### src/hw/rtl/d2ba_pkg.sv
`timescale 1ns / 1ps
package d2ba_pkg;

   localparam int QUEUE_DEPTH = 2;
   localparam int DIV_LONG    = 48;
   localparam int DIV_SHORT   = 32;

   localparam logic [31:0] HALF_TURN_DEG = 32'h00B4_0000;
   localparam logic [31:0] HALF_TURN_ANG = 32'h8000_0000;
   localparam logic [31:0] MOST_NEG      = 32'h8000_0000;
   localparam logic [31:0] SAT_POS       = 32'h7FFF_FFFF;
   localparam logic [31:0] SAT_NEG       = 32'h8000_0000;
   localparam logic [31:0] DIV_SAT_LIMIT = HALF_TURN_DEG >> 14;
   localparam logic [7:0]  DEG_PER_HALF  = 8'd180;
   localparam logic [6:0]  WRAP_FACTOR   = 7'h77;
   localparam logic [31:0] SMALL_LIMIT   = 32'd1024;

   typedef enum logic [1:0] {
      CLS_ZERO,
      CLS_ERR,
      CLS_UNIT,
      CLS_DIVU
   } cls_type;

   // value is the half-turn unit, or the divisor for the unit when cls is CLS_DIVU
   typedef struct packed {
      cls_type     cls;
      logic [31:0] degrees;
      logic [31:0] value;
   } item_type;

   typedef struct packed {
      logic        start;
      logic        wide;
      logic [47:0] dividend;
      logic [31:0] divisor;
   } div_req_type;

   typedef struct packed {
      logic        done;
      logic [47:0] quotient;
      logic [31:0] remainder;
   } div_rsp_type;

   typedef enum logic [3:0] {
      ST_IDLE,
      ST_UDIV,
      ST_CHK,
      ST_L0,
      ST_LVL,
      ST_FIN,
      ST_LB,
      ST_WRAP,
      ST_QD,
      ST_PUSH
   } state_type;

endpackage

### src/hw/rtl/d2ba_if.sv
`timescale 1ns / 1ps
interface d2ba_req_if;
   logic               valid;
   logic               ready;
   logic signed [31:0] degrees;
   logic signed [31:0] scale;
   modport source(output valid, degrees, scale, input ready);
   modport sink(input valid, degrees, scale, output ready);
endinterface

interface d2ba_rsp_if;
   logic        valid;
   logic        ready;
   logic [31:0] angle;
   logic        scale_error;
   modport source(output valid, angle, scale_error, input ready);
   modport sink(input valid, angle, scale_error, output ready);
endinterface

### src/hw/rtl/degrees_to_binary_angle_core.sv
`timescale 1ns / 1ps
// Degrees to binary angle converter.
// req_bus carries one beat per conversion: degrees and scale, both signed 16.16.
// rsp_bus returns one beat per request, in order: a 32-bit binary angle
// (0x80000000 is a half turn) and scale_error, set when the scaled half-turn
// unit is zero or negative.
// A front stage classifies each request and writes it into a two-entry queue;
// the back end works one item at a time with a shared bit-serial divider
// (one quotient bit per cycle, 32 or 48 steps a run) and a halving loop that
// settles one level per cycle.
// Zero input and scale errors skip the divider; the common case takes one
// divider run and the halving loop, a negative scale can need a divide for
// the unit first, and an angle that wraps to zero needs one or two more
// divider runs. The back end sets the throughput.
// Reset empties the queue and the result register; no result is pending.
// When the receiver stalls, the finished result holds on rsp_bus, the back end
// finishes its current item and then waits; requests are taken until the queue
// is full.
module degrees_to_binary_angle_core (
   input logic        clock,
   input logic        reset,
   d2ba_req_if.sink   req_bus,
   d2ba_rsp_if.source rsp_bus
);

   logic                  push;
   logic                  space;
   logic                  head_valid;
   logic                  pop;
   d2ba_pkg::item_type    push_item;
   d2ba_pkg::item_type    head_item;
   d2ba_pkg::div_req_type div_req;
   d2ba_pkg::div_rsp_type div_rsp;

   d2ba_front u_front (
      .req_bus   (req_bus),
      .space     (space),
      .push      (push),
      .push_item (push_item)
   );

   d2ba_queue u_queue (
      .clock      (clock),
      .reset      (reset),
      .push       (push),
      .push_item  (push_item),
      .space      (space),
      .head_valid (head_valid),
      .head_item  (head_item),
      .pop        (pop)
   );

   d2ba_div u_div (
      .clock (clock),
      .reset (reset),
      .req   (div_req),
      .rsp   (div_rsp)
   );

   d2ba_back u_back (
      .clock      (clock),
      .reset      (reset),
      .head_valid (head_valid),
      .head_item  (head_item),
      .pop        (pop),
      .div_req    (div_req),
      .div_rsp    (div_rsp),
      .rsp_bus    (rsp_bus)
   );

endmodule

### src/hw/rtl/d2ba_front.sv
`timescale 1ns / 1ps
module d2ba_front (
   d2ba_req_if.sink          req_bus,
   input  logic              space,
   output logic              push,
   output d2ba_pkg::item_type push_item
);

   logic [31:0] deg;
   logic [31:0] scl;
   logic [31:0] neg_scl;
   logic [39:0] prod;
   logic [31:0] unit_mul;

   assign deg      = req_bus.degrees;
   assign scl      = req_bus.scale;
   assign neg_scl  = 32'd0 - scl;
   assign prod     = scl * d2ba_pkg::DEG_PER_HALF;
   assign unit_mul = prod[31:0];

   assign req_bus.ready = space;
   assign push          = req_bus.valid & space;

   always_comb begin
      push_item.degrees = deg;
      push_item.value   = d2ba_pkg::HALF_TURN_DEG;
      push_item.cls     = d2ba_pkg::CLS_UNIT;
      if (deg == 32'd0 || deg == d2ba_pkg::MOST_NEG) begin
         push_item.cls = d2ba_pkg::CLS_ZERO;
      end else if (scl == 32'd0) begin
         push_item.cls = d2ba_pkg::CLS_UNIT;
      end else if (!scl[31]) begin
         push_item.value = unit_mul;
         if (unit_mul == 32'd0 || unit_mul[31]) push_item.cls = d2ba_pkg::CLS_ERR;
      end else if (neg_scl[31]) begin
         push_item.cls = d2ba_pkg::CLS_ERR;
      end else if (neg_scl <= d2ba_pkg::DIV_SAT_LIMIT) begin
         push_item.value = d2ba_pkg::SAT_POS;
      end else begin
         push_item.cls   = d2ba_pkg::CLS_DIVU;
         push_item.value = neg_scl;
      end
   end

endmodule

### src/hw/rtl/d2ba_queue.sv
`timescale 1ns / 1ps
module d2ba_queue (
   input  logic               clock,
   input  logic               reset,
   input  logic               push,
   input  d2ba_pkg::item_type push_item,
   output logic               space,
   output logic               head_valid,
   output d2ba_pkg::item_type head_item,
   input  logic               pop
);

   localparam int PW = (d2ba_pkg::QUEUE_DEPTH > 1) ? $clog2(d2ba_pkg::QUEUE_DEPTH) : 1;
   localparam int CW = $clog2(d2ba_pkg::QUEUE_DEPTH + 1);

   d2ba_pkg::item_type store_ff [d2ba_pkg::QUEUE_DEPTH];
   logic [PW-1:0] wr_ff, wr_in, rd_ff, rd_in;
   logic [CW-1:0] cnt_ff, cnt_in;
   logic          do_pop;

   function automatic logic [PW-1:0] bump(input logic [PW-1:0] p);
      bump = (p == PW'(d2ba_pkg::QUEUE_DEPTH - 1)) ? '0 : p + 1'b1;
   endfunction

   assign space      = cnt_ff != CW'(d2ba_pkg::QUEUE_DEPTH);
   assign head_valid = cnt_ff != '0;
   assign head_item  = store_ff[rd_ff];
   assign do_pop     = pop & head_valid;

   always_comb begin
      wr_in  = push ? bump(wr_ff) : wr_ff;
      rd_in  = do_pop ? bump(rd_ff) : rd_ff;
      cnt_in = cnt_ff + CW'(push) - CW'(do_pop);
   end

   always_ff @(posedge clock) begin
      if (reset) begin
         wr_ff  <= '0;
         rd_ff  <= '0;
         cnt_ff <= '0;
      end else begin
         wr_ff  <= wr_in;
         rd_ff  <= rd_in;
         cnt_ff <= cnt_in;
      end
      if (push) store_ff[wr_ff] <= push_item;
   end

endmodule

### src/hw/rtl/d2ba_div.sv
`timescale 1ns / 1ps
module d2ba_div (
   input  logic                  clock,
   input  logic                  reset,
   input  d2ba_pkg::div_req_type req,
   output d2ba_pkg::div_rsp_type rsp
);

   logic        busy_ff, busy_in;
   logic        done_ff, done_in;
   logic [5:0]  cnt_ff, cnt_in;
   logic [31:0] rem_ff, rem_in;
   logic [47:0] quo_ff, quo_in;
   logic [31:0] dsr_ff, dsr_in;
   logic [32:0] trial;
   logic [32:0] diff;
   logic        ge;

   assign trial = {rem_ff, quo_ff[47]};
   assign diff  = trial - {1'b0, dsr_ff};
   assign ge    = trial >= {1'b0, dsr_ff};

   assign rsp.done      = done_ff;
   assign rsp.quotient  = quo_ff;
   assign rsp.remainder = rem_ff;

   always_comb begin
      busy_in = busy_ff;
      done_in = 1'b0;
      cnt_in  = cnt_ff;
      rem_in  = rem_ff;
      quo_in  = quo_ff;
      dsr_in  = dsr_ff;
      if (req.start) begin
         busy_in = 1'b1;
         rem_in  = '0;
         dsr_in  = req.divisor;
         quo_in  = req.wide ? req.dividend : {req.dividend[31:0], 16'h0};
         cnt_in  = req.wide ? 6'(d2ba_pkg::DIV_LONG) : 6'(d2ba_pkg::DIV_SHORT);
      end else if (busy_ff) begin
         rem_in = ge ? diff[31:0] : trial[31:0];
         quo_in = {quo_ff[46:0], ge};
         cnt_in = cnt_ff - 6'd1;
         if (cnt_ff == 6'd1) begin
            busy_in = 1'b0;
            done_in = 1'b1;
         end
      end
   end

   always_ff @(posedge clock) begin
      if (reset) begin
         busy_ff <= 1'b0;
         done_ff <= 1'b0;
         cnt_ff  <= '0;
      end else begin
         busy_ff <= busy_in;
         done_ff <= done_in;
         cnt_ff  <= cnt_in;
      end
      rem_ff <= rem_in;
      quo_ff <= quo_in;
      dsr_ff <= dsr_in;
   end

endmodule

### src/hw/rtl/d2ba_back.sv
`timescale 1ns / 1ps
module d2ba_back (
   input  logic                  clock,
   input  logic                  reset,
   input  logic                  head_valid,
   input  d2ba_pkg::item_type    head_item,
   output logic                  pop,
   output d2ba_pkg::div_req_type div_req,
   input  d2ba_pkg::div_rsp_type div_rsp,
   d2ba_rsp_if.source            rsp_bus
);

   d2ba_pkg::state_type state_ff, state_in;
   logic [31:0] deg_ff, deg_in;
   logic [31:0] fa_ff, fa_in;
   logic [31:0] unit_ff, unit_in;
   logic [31:0] w_ff, w_in;
   logic [31:0] wa_ff, wa_in;
   logic [31:0] ra_ff, ra_in;
   logic [15:0] lo_ff, lo_in;
   logic [31:0] res_angle_ff, res_angle_in;
   logic        res_err_ff, res_err_in;
   logic        rsp_valid_ff, rsp_valid_in;
   logic [31:0] angle_ff, angle_in;
   logic        err_ff, err_in;

   logic [31:0] deg_abs;
   logic [31:0] u2;
   logic [31:0] mu2;
   logic        sign_diff;
   logic [32:0] w2;
   logic [31:0] lb;
   logic [31:0] qd;
   logic signed [23:0] wp;

   function automatic logic [31:0] small_fold(input logic [31:0] q);
      logic [31:0] r;
      r          = {{9{q[31]}}, q[31:9]};
      small_fold = (r > d2ba_pkg::SMALL_LIMIT) ? 32'd0 - r : r;
   endfunction

   assign deg_abs   = deg_ff[31] ? 32'd0 - deg_ff : deg_ff;
   assign u2        = {unit_ff[30:0], 1'b0};
   assign mu2       = u2[31] ? 32'd0 - u2 : u2;
   assign sign_diff = deg_ff[31] ^ u2[31];
   assign w2        = {w_ff, 1'b0};
   assign lb        = deg_ff[31] ? 32'd0 - div_rsp.remainder : div_rsp.remainder;
   assign qd        = sign_diff ? 32'd0 - div_rsp.quotient[31:0] : div_rsp.quotient[31:0];
   assign wp        = $signed(lo_ff) * $signed({1'b0, d2ba_pkg::WRAP_FACTOR});

   assign rsp_bus.valid       = rsp_valid_ff;
   assign rsp_bus.angle       = angle_ff;
   assign rsp_bus.scale_error = err_ff;

   always_ff @(posedge clock) begin
      if (reset) begin
         state_ff     <= d2ba_pkg::ST_IDLE;
         rsp_valid_ff <= 1'b0;
      end else begin
         state_ff     <= state_in;
         rsp_valid_ff <= rsp_valid_in;
      end
      deg_ff       <= deg_in;
      fa_ff        <= fa_in;
      unit_ff      <= unit_in;
      w_ff         <= w_in;
      wa_ff        <= wa_in;
      ra_ff        <= ra_in;
      lo_ff        <= lo_in;
      res_angle_ff <= res_angle_in;
      res_err_ff   <= res_err_in;
      angle_ff     <= angle_in;
      err_ff       <= err_in;
   end

   always_comb begin
      state_in     = state_ff;
      deg_in       = deg_ff;
      fa_in        = fa_ff;
      unit_in      = unit_ff;
      w_in         = w_ff;
      wa_in        = wa_ff;
      ra_in        = ra_ff;
      lo_in        = lo_ff;
      res_angle_in = res_angle_ff;
      res_err_in   = res_err_ff;
      angle_in     = angle_ff;
      err_in       = err_ff;
      rsp_valid_in = rsp_valid_ff & ~rsp_bus.ready;
      pop          = 1'b0;
      div_req      = '0;

      unique case (state_ff)
         d2ba_pkg::ST_IDLE: begin
            if (head_valid) begin
               pop          = 1'b1;
               deg_in       = head_item.degrees;
               unit_in      = head_item.value;
               res_angle_in = '0;
               res_err_in   = 1'b0;
               unique case (head_item.cls)
                  d2ba_pkg::CLS_ZERO: state_in = d2ba_pkg::ST_PUSH;
                  d2ba_pkg::CLS_ERR: begin
                     res_err_in = 1'b1;
                     state_in   = d2ba_pkg::ST_PUSH;
                  end
                  d2ba_pkg::CLS_UNIT: state_in = d2ba_pkg::ST_CHK;
                  d2ba_pkg::CLS_DIVU: begin
                     div_req.start    = 1'b1;
                     div_req.wide     = 1'b1;
                     div_req.dividend = {d2ba_pkg::HALF_TURN_DEG, 16'h0};
                     div_req.divisor  = head_item.value;
                     state_in         = d2ba_pkg::ST_UDIV;
                  end
                  default: state_in = d2ba_pkg::ST_IDLE;
               endcase
            end
         end
         d2ba_pkg::ST_UDIV: begin
            if (div_rsp.done) begin
               unit_in  = div_rsp.quotient[31:0];
               state_in = d2ba_pkg::ST_CHK;
            end
         end
         d2ba_pkg::ST_CHK: begin
            if (unit_ff == 32'd0 || unit_ff[31]) begin
               res_err_in = 1'b1;
               state_in   = d2ba_pkg::ST_PUSH;
            end else begin
               div_req.start    = 1'b1;
               div_req.dividend = {16'h0, deg_abs};
               div_req.divisor  = unit_ff;
               state_in         = d2ba_pkg::ST_L0;
            end
         end
         d2ba_pkg::ST_L0: begin
            if (div_rsp.done) begin
               ra_in    = {div_rsp.quotient[0], 31'h0};
               fa_in    = div_rsp.remainder;
               w_in     = unit_ff >> 1;
               wa_in    = d2ba_pkg::HALF_TURN_ANG >> 1;
               state_in = d2ba_pkg::ST_LVL;
            end
         end
         d2ba_pkg::ST_LVL: begin
            if (w_ff == 32'd0) begin
               state_in = d2ba_pkg::ST_FIN;
            end else begin
               if ({1'b0, fa_ff} >= w2) begin
                  fa_in = fa_ff - w2[31:0];
                  ra_in = ra_ff + {wa_ff[30:0], 1'b0};
               end else if (fa_ff >= w_ff) begin
                  fa_in = fa_ff - w_ff;
                  ra_in = ra_ff + wa_ff;
               end
               w_in  = w_ff >> 1;
               wa_in = wa_ff >> 1;
            end
         end
         d2ba_pkg::ST_FIN: begin
            if (ra_ff != 32'd0) begin
               res_angle_in = deg_ff[31] ? 32'd0 - ra_ff : ra_ff;
               state_in     = d2ba_pkg::ST_PUSH;
            end else begin
               div_req.start    = 1'b1;
               div_req.dividend = {16'h0, deg_abs};
               div_req.divisor  = mu2;
               state_in         = d2ba_pkg::ST_LB;
            end
         end
         d2ba_pkg::ST_LB: begin
            if (div_rsp.done) begin
               if (div_rsp.remainder != 32'd0) begin
                  lo_in    = u2[15:0] - lb[15:0];
                  state_in = d2ba_pkg::ST_WRAP;
               end else if ((deg_abs >> 14) >= mu2) begin
                  res_angle_in = small_fold(sign_diff ? d2ba_pkg::SAT_NEG : d2ba_pkg::SAT_POS);
                  state_in     = d2ba_pkg::ST_PUSH;
               end else begin
                  div_req.start    = 1'b1;
                  div_req.wide     = 1'b1;
                  div_req.dividend = {deg_abs, 16'h0};
                  div_req.divisor  = mu2;
                  state_in         = d2ba_pkg::ST_QD;
               end
            end
         end
         d2ba_pkg::ST_WRAP: begin
            res_angle_in = 32'd0 - {{8{wp[23]}}, wp};
            state_in     = d2ba_pkg::ST_PUSH;
         end
         d2ba_pkg::ST_QD: begin
            if (div_rsp.done) begin
               res_angle_in = small_fold(qd);
               state_in     = d2ba_pkg::ST_PUSH;
            end
         end
         d2ba_pkg::ST_PUSH: begin
            if (!rsp_valid_ff || rsp_bus.ready) begin
               rsp_valid_in = 1'b1;
               angle_in     = res_angle_ff;
               err_in       = res_err_ff;
               state_in     = d2ba_pkg::ST_IDLE;
            end
         end
         default: state_in = d2ba_pkg::ST_IDLE;
      endcase
   end

endmodule

### src/flat_wrapper.sv
// flat-port wrapper written by rule: the top's interface ports become plain ports
module degrees_to_binary_angle_core_flat 
  (clock, reset, req_bus_valid, req_bus_degrees, req_bus_scale, req_bus_ready, rsp_bus_valid, rsp_bus_angle, rsp_bus_scale_error, rsp_bus_ready);
  d2ba_req_if req_bus_i ();
  d2ba_rsp_if rsp_bus_i ();
  input logic clock;
  input logic reset;
  input wire logic [$bits(req_bus_i.valid)-1:0] req_bus_valid;
  input wire logic [$bits(req_bus_i.degrees)-1:0] req_bus_degrees;
  input wire logic [$bits(req_bus_i.scale)-1:0] req_bus_scale;
  output wire logic [$bits(req_bus_i.ready)-1:0] req_bus_ready;
  output wire logic [$bits(rsp_bus_i.valid)-1:0] rsp_bus_valid;
  output wire logic [$bits(rsp_bus_i.angle)-1:0] rsp_bus_angle;
  output wire logic [$bits(rsp_bus_i.scale_error)-1:0] rsp_bus_scale_error;
  input wire logic [$bits(rsp_bus_i.ready)-1:0] rsp_bus_ready;
  assign req_bus_i.valid = req_bus_valid;
  assign req_bus_i.degrees = req_bus_degrees;
  assign req_bus_i.scale = req_bus_scale;
  assign req_bus_ready = req_bus_i.ready;
  assign rsp_bus_valid = rsp_bus_i.valid;
  assign rsp_bus_angle = rsp_bus_i.angle;
  assign rsp_bus_scale_error = rsp_bus_i.scale_error;
  assign rsp_bus_i.ready = rsp_bus_ready;
  degrees_to_binary_angle_core u_core (.clock(clock), .reset(reset), .req_bus(req_bus_i), .rsp_bus(rsp_bus_i));
endmodule
### config.mk
export PLATFORM = sky130hd
export DESIGN_NAME = degrees_to_binary_angle_core_flat
export DESIGN_NICKNAME = d
export VERILOG_FILES = /design/src/hw/rtl/d2ba_pkg.sv /design/src/hw/rtl/d2ba_if.sv /design/src/hw/rtl/degrees_to_binary_angle_core.sv /design/src/hw/rtl/d2ba_front.sv /design/src/hw/rtl/d2ba_queue.sv /design/src/hw/rtl/d2ba_div.sv /design/src/hw/rtl/d2ba_back.sv /design/src/flat_wrapper.sv
export SDC_FILE = /design/constraint.sdc
export NUM_CORES = 2
export LEC_CHECK = 0
export ABC_CLOCK_PERIOD_IN_PS = 7700
export BUFFER_PORTS_ARGS = -buffer_cell sky130_fd_sc_hd__buf_4
export CORE_ASPECT_RATIO = 2
export CORE_UTILIZATION = 40
export DETAILED_ROUTE_END_ITERATION = 10
export SYNTH_ARGS = -nofsm -noshare
export SYNTH_HDL_FRONTEND = slang
export SYNTH_SLANG_ARGS = --single-unit
### constraint.sdc
create_clock -name clock -period 7.7 [get_ports clock]
set_input_delay 0.77 -clock clock [delete_from_list [all_inputs] [get_ports clock]]
set_output_delay 0.77 -clock clock [all_outputs]
set_load 0.01 [all_outputs]
# Word level (Yosys, flattened, before mapping)
# Memories as Yosys holds them, arrays and structs flattened. A register that Yosys moved wholly into a read port is not among the register bits.
# Index checks and enable logic that the tools add are counted.
# word_totals
register_bits,403
ramBits,132
out_inout_bits,35
mem_count,1
# op_classes
add_sub_neg,20
multipliers,2
order_cmp,7
n_eq_ne,28
n_mux,95
bitwise,6
n_reduce_logical,31
# memory_table
name,depth,width,rd,rd_ports_with_merged_regs,wr,line,source
u_core.u_queue.store_ff,2,66,1,1,1,d2ba_queue.sv:16,d2ba_pkg::item_type store_ff [d2ba_pkg::QUEUE_DEPTH];
# op_table
operator,n
32-bit two-way mux,31
82-bit two-way mux,5
32-bit one-hot mux with 2 select lines,5
80-bit one-hot mux with 4 select lines,1
32-bit logical NOT,5
32-bit one-hot mux with 5 select lines,1
"1-bit by 32-bit subtractor with 32-bit output, first input constant",5
48-bit two-way mux,3
64-bit two-way mux,2
32-bit subtractor,3
32-bit adder,2
"32-bit by 11-bit > comparator with 1-bit output, second input constant",2
32-bit nonzero test,2
31-bit two-way mux,2
"1-bit by 23-bit subtractor with 24-bit output, first input constant",2
4-bit two-way mux,10
4-bit one-hot mux with 10 select lines,1
32-bit by 33-bit greater-or-equal comparator with 1-bit output,1
33-bit by 32-bit greater-or-equal comparator with 1-bit output,1
"32-bit equality test, second input constant",1
18-bit by 32-bit greater-or-equal comparator with 1-bit output,1
32-bit greater-or-equal comparator,1
"32-bit by 10-bit <= comparator with 1-bit output, second input constant",1
"32-bit by 6-bit multiplier with 30-bit output, second input constant",1
other kinds (41),100

# Logic depth before layout (Yosys ltp)
# depth
ltp_word,9
depth_mapped,20

# Modules after synthesis
# From an unflattened synthesis, not the netlist that was laid out.
# hier_totals
cells_unflattened,4408
hier_area_um2,42879.9
# by_module_without_submodules
module,n_inst,cells_each,area_per_inst_um2
d2ba_back,1,2776,25737.2
d2ba_div,1,714,6851.6
d2ba_queue,1,228,5163.7
d2ba_front,1,690,5127.4

# Worst setup path after synthesis
# Ideal clock, no wire load.
# synth_timing
kind,register to register
startpoint,register u_core.u_back.state_ff[3]
endpoint,register u_core.u_back.fa_ff[10] (enable)
setup_ns,0.426
t_arrival_ns,6.365
t_required_ns,7.274
setup_slack_ns,0.908
path_stages_with_launch,9
n_path_buf,3
synth_period_minus_slack_ns,6.792
cell_sequence,dfxtp_1 > clkbuf_1 > nor3_1 > and2_1 > clkbuf_1 > clkinv_1 > clkbuf_1 > a21oi_1 > and2_1
# synth_via
elab_chain_cells,3
# synth_rtl
element,line,source
start: declaration,d2ba_back.sv:13,"d2ba_pkg::state_type state_ff, state_in;"
start signal: assignment,d2ba_back.sv:57,state_ff <= d2ba_pkg::ST_IDLE;
start signal: assignment,d2ba_back.sv:60,state_ff <= state_in;
4-bit by 3-bit equality test with 1-bit output or 4-bit by 2-bit equality test with 1-bit output (tied branches),d2ba_back.sv:93,unique case (state_ff)
3-bit != test (no line) (tied with other cells),--,
4-bit AND reduction (no line) (*),--,
end signal: assignment,d2ba_back.sv:64,fa_ff <= fa_in;
end: declaration,d2ba_back.sv:15,"logic [31:0] fa_ff, fa_in;"
# Mark *: on every way between the ends. The rest lies on a longest branch, timed or not.
# A chain may end at the register's enable or synchronous reset.

# Worst setup path after layout
# layout_timing
startpoint,register u_core.u_back.lo_ff[12]
endpoint,register u_core.u_back.res_angle_ff[31] (data pin)
# layout_via
elab_chain_cells,3
# layout_rtl
element,line,source
start: declaration,d2ba_back.sv:20,"logic [15:0] lo_ff, lo_in;"
start signal: assignment,d2ba_back.sv:69,lo_ff <= lo_in;
16-bit by 8-bit multiplier with 24-bit output,d2ba_back.sv:49,"assign wp = $signed(lo_ff) * $signed({1'b0, d2ba_pkg::WRAP_FACTOR});"
1-bit by 24-bit subtractor with 25-bit output,d2ba_back.sv:189,"res_angle_in = 32'd0 - {{8{wp[23]}}, wp};"
32-bit one-hot mux with 5 select lines,d2ba_back.sv:93,
net u_core.u_back.res_angle_in[31],d2ba_back.sv:21,"logic [31:0] res_angle_ff, res_angle_in;"
end signal: assignment,d2ba_back.sv:70,res_angle_ff <= res_angle_in;
end: declaration,d2ba_back.sv:21,
# The timed path passes the listed nets, and every way through them passes these cells.

==> results.sh <==
export IMPL_synth_edff_count=484
export IMPL_post_drt_via_cell_ratio=5.806
export IMPL_drv_cap=0
export IMPL_timing_rr_end="u_core.u_back.res_angle_ff[31]"
export IMPL_postRouteWirelength_microns=136300
export IMPL_gr_usage_all_layers=0.2540
export IMPL_synth_warning_count=0
export IMPL_path_class="reg2reg"
export IMPL_start_kind="register"
export IMPL_hold_class="in2reg"
export IMPL_detailed_place_hpwl_microns=106900
export IMPL_critical_path_required_ns=8.10
export IMPL_worst_path_most_repeated_cell="sky130_fd_sc_hd__fa_1"
export IMPL_chipWidth_microns=231.8
export IMPL_yosys_register_bits=534
export IMPL_run_status="finished clean"
export IMPL_maxClockFrequency_mhz=170.4
export IMPL_cts_hold_repair_buffers=0
export IMPL_worst_hold_slack_ns=0.2656
export IMPL_cts_tree="done"
export IMPL_cts_htree_levels=2
export IMPL_die_area_sq_um=107000
export IMPL_number_of_buffer_and_inverter_stages_on_the_critical_path=1
export IMPL_cpMaxStageDelayCell="sky130_fd_sc_hd__a211oi_2"
export IMPL_crit_fanout=8
export IMPL_cts_clk_slew_worst_paths_ns=0.07
export IMPL_layout_cells_most_common="sky130_fd_sc_hd__edfxtp_1"
export IMPL_regToRegSetupSlack_ns=1.83
export IMPL_worst_slew_pin_slew_ns=1.274
export IMPL_floorplan_initialDensity=0.4037
export IMPL_post_cts_buffers=0
export IMPL_place_congestion=0.9759
export IMPL_rsz0062_at_grt="no"
export IMPL_critical_path_reg2reg_startpoint="u_core.u_back.lo_ff[12]"
export IMPL_finalSetupViolCount=0
export IMPL_hold_path_startpoint="req_bus_degrees[31]"
export IMPL_hold_viol=0
export IMPL_via_count_of_the_first_global_routing_pass=34585
export IMPL_post_route_cells_drive_above_1_share=0.08114
export IMPL_grt_overflow=0
export IMPL_synthesis_area_sq_um=42260
export IMPL_avgSynthCellArea_sq_um=9.567
export IMPL_cts_buffers_inserted=54
export IMPL_placement_rows=168
export IMPL_insertion_delay_to_the_later_sink_of_the_worst_skew_pair_ns=0.70
export IMPL_grt_max_degree=73
export IMPL_netlist_instances=4417
export IMPL_final_setup_tns_ns=0
export IMPL_crit_path_cell_trace="inv_1 -> fa_1 -> fa_1 -> fa_1 -> fa_1 -> ha_1 -> ha_1 -> nand3_1 -> o22ai_1 -> o21ai_0 -> o21ai_0 -> a41oi_1 -> a31oi_1 -> a31oi_1 -> a211oi_2 -> o21ai_1"
export IMPL_slowest_delay_ns=0.79
export IMPL_synth_distinct_cells=98
export IMPL_cell_class_contributing_the_biggest_share_of_worst_path_delay="adder cells"
export IMPL_maxSlewViolCount=0
export IMPL_async_flop_share=0
export IMPL_route_antenna_remaining_nets=0
export IMPL_worst_hold_path_endpoint="u_core.u_queue.store_ff[1][63]"
export IMPL_cell_depth_of_the_worst_setup_path=16
export IMPL_number_of_design_rule_violations_left_after_detail_routing=0
export IMPL_ioPinCount=103
export IMPL_final_setup_skew_ns=0.05376
export IMPL_chipHeight_microns=461.7
export IMPL_port_buffer_count=102
export IMPL_minimum_period_implied_by_the_final_worst_setup_slack_ns=5.869
export IMPL_synth_flop_type="sky130_fd_sc_hd__edfxtp_1"
export IMPL_area_growth_synth_to_final_pct=9.386
export IMPL_detail_route_wl_per_cell_microns=23.31
export IMPL_synth_yosys_seq_area_share=0.3676
export IMPL_clock_sink_count=534
export IMPL_synth_nets=4955
export IMPL_clockRootBuffer="sky130_fd_sc_hd__clkbuf_16"
export IMPL_power_leakage_nw=18.45
export IMPL_number_of_iterations_in_the_first_detailed_routing_pass=6
export IMPL_route_vias_total=33946
export IMPL_cp_data_arrival_time_ns=6.26
export IMPL_worst_setup_path_end_kind="register"
export IMPL_slew_headroom=0.1443
export IMPL_post_cts_resized=0
export IMPL_ff2ff_path_depth=16
export IMPL_layout_common_cells="sky130_fd_sc_hd__edfxtp_1, sky130_fd_sc_hd__ha_1, sky130_fd_sc_hd__nor2_1"
export IMPL_powerDensity_nw_per_um2=355.0
export IMPL_period_share=0.7622
export IMPL_ctsLongestPathBuffers=3
export IMPL_final_layout_net_count=4981
export IMPL_design_core_area_sq_um=104700
export IMPL_dr_first_iter_drc_count=2250
export IMPL_worst_vdd_ir_v=0.0002325
export IMPL_hold_depth=1
export IMPL_grt_pass1_wl_microns=206100
export IMPL_grt_antenna_before_repair=2
-- flip-flops by register name, indices dropped and copies added (netlist names), 2 cells and up, named ones only --
| signal | cells |
|---|---|
| u_core.u_div.cnt_ff | 6 |
| u_core.u_back.unit_ff | 32 |
| u_core.u_queue.cnt_ff | 2 |
| u_core.u_back.wa_ff | 31 |
| u_core.u_back.lo_ff | 16 |
| u_core.u_back.rsp_bus.angle | 32 |
| u_core.u_div.rem_ff | 32 |
| u_core.u_queue.store_ff | 132 |
| u_core.u_back.state_ff | 4 |
| u_core.u_back.ra_ff | 32 |
| u_core.u_back.fa_ff | 32 |
| u_core.u_back.w_ff | 31 |
| u_core.u_div.dsr_ff | 32 |
| u_core.u_div.quo_ff | 48 |
| u_core.u_back.res_angle_ff | 32 |
| u_core.u_back.deg_ff | 32 |
-- cells by family after synthesis --
logic type	count (synthesis)	synth area share
mux	110	0.02730
xor+xnor	353	0.07316
buf+inv	483	0.04462
fa+ha+maj	470	0.1578
simple gates	1295	0.1508
flops	534	0.3676
compound gates	1172	0.1787
-- metal layers --
metal / up-vias / global-route usage / wire [microns]
met2: 834 / 0.4760 / 71900
li1: 16173 / - / -
met4: 2 / 0.2061 / 12410
met1: 16534 / 0.2504 / 47330
met3: 403 / 0.02509 / 4627
met5: - / 0 / 11
-- synthesized netlist by cell type, drive strengths merged, types with 10 or more instances --
cell type | count | area, sq um
nand2 | 350 | 1314
a21oi | 314 | 1575
fa | 105 | 2102
o41ai | 16 | 147.7
a21boi | 18 | 135.1
and2 | 19 | 120.1
xnor2 | 212 | 1857
ha | 365 | 4567
nor2 | 353 | 1328
a21o | 98 | 735.7
a41oi | 11 | 96.34
or4 | 13 | 97.59
a211oi | 59 | 510.5
o31ai | 44 | 330.3
a211o | 20 | 175.2
nor3 | 98 | 495.5
nor2b | 46 | 287.8
a221oi | 10 | 87.58
edfxtp | 484 | 14530
o21bai | 29 | 217.7
o21a | 43 | 322.8
nand4 | 44 | 275.3
mux2 | 42 | 473.0
nand3 | 84 | 420.4
mux2i | 68 | 680.7
o22ai | 31 | 193.9
nand2b | 46 | 287.8
dfxtp | 50 | 1001
nor4 | 51 | 380.4
or3 | 51 | 324.1
xor2 | 141 | 1235
inv | 306 | 1149
a22oi | 20 | 150.1
a31oi | 47 | 294.0
o211ai | 31 | 237.7
buf | 37 | 211.5
o21ai | 280 | 1401
and3 | 57 | 356.6
clkbuf | 139 | 521.8
or2 | 28 | 175.2
-- final cells by class --
class	count	area (sq um)
multi-input combinational	3400	24930
antenna	1	2.502
clock inverter	39	395.4
inverter	307	1154
clock buffer	60	1384
timing repair buffer	146	1121
fill	10257	58450
tap	1360	1702
sequential	534	15540
-- per-stage QoR --
step	utilization	setup WS, ns	area [sq um]	instances	total power, mW
global route	0.4416	1.454	46230	5847	17.38
CTS	0.4416	1.822	46220	5846	16.36
finish	0.4416	1.831	46230	5847	16.41
detailed placement	0.4246	1.576	44440	5747	13.58
global placement	0.4246	1.539	44440	5747	13.47
floorplan	-	0.9084	42260	4417	10.87
-- worst max-delay path by stage --
stage,start,slack [ns],end
after floorplan,u_core.u_back.state_ff[3],0.91,u_core.u_back.fa_ff[10]
after global placement,req_bus_scale[4],1.54,u_core.u_queue.store_ff[0][65]
after detailed placement,req_bus_scale[3],1.58,u_core.u_queue.store_ff[1][65]
after CTS,u_core.u_back.lo_ff[11],1.82,u_core.u_back.res_angle_ff[30]
after global routing,u_core.u_back.deg_ff[3],1.45,u_core.u_div.rem_ff[30]
final,u_core.u_back.lo_ff[12],1.83,u_core.u_back.res_angle_ff[31]
-- report_power, final --
part / internal (mW) / switching [mW]
logic: 3.07 / 5.28
clock network: 1.43 / 1.32
registers: 4.44 / 0.871
Note: power is estimated with default switching activity, not from simulation.
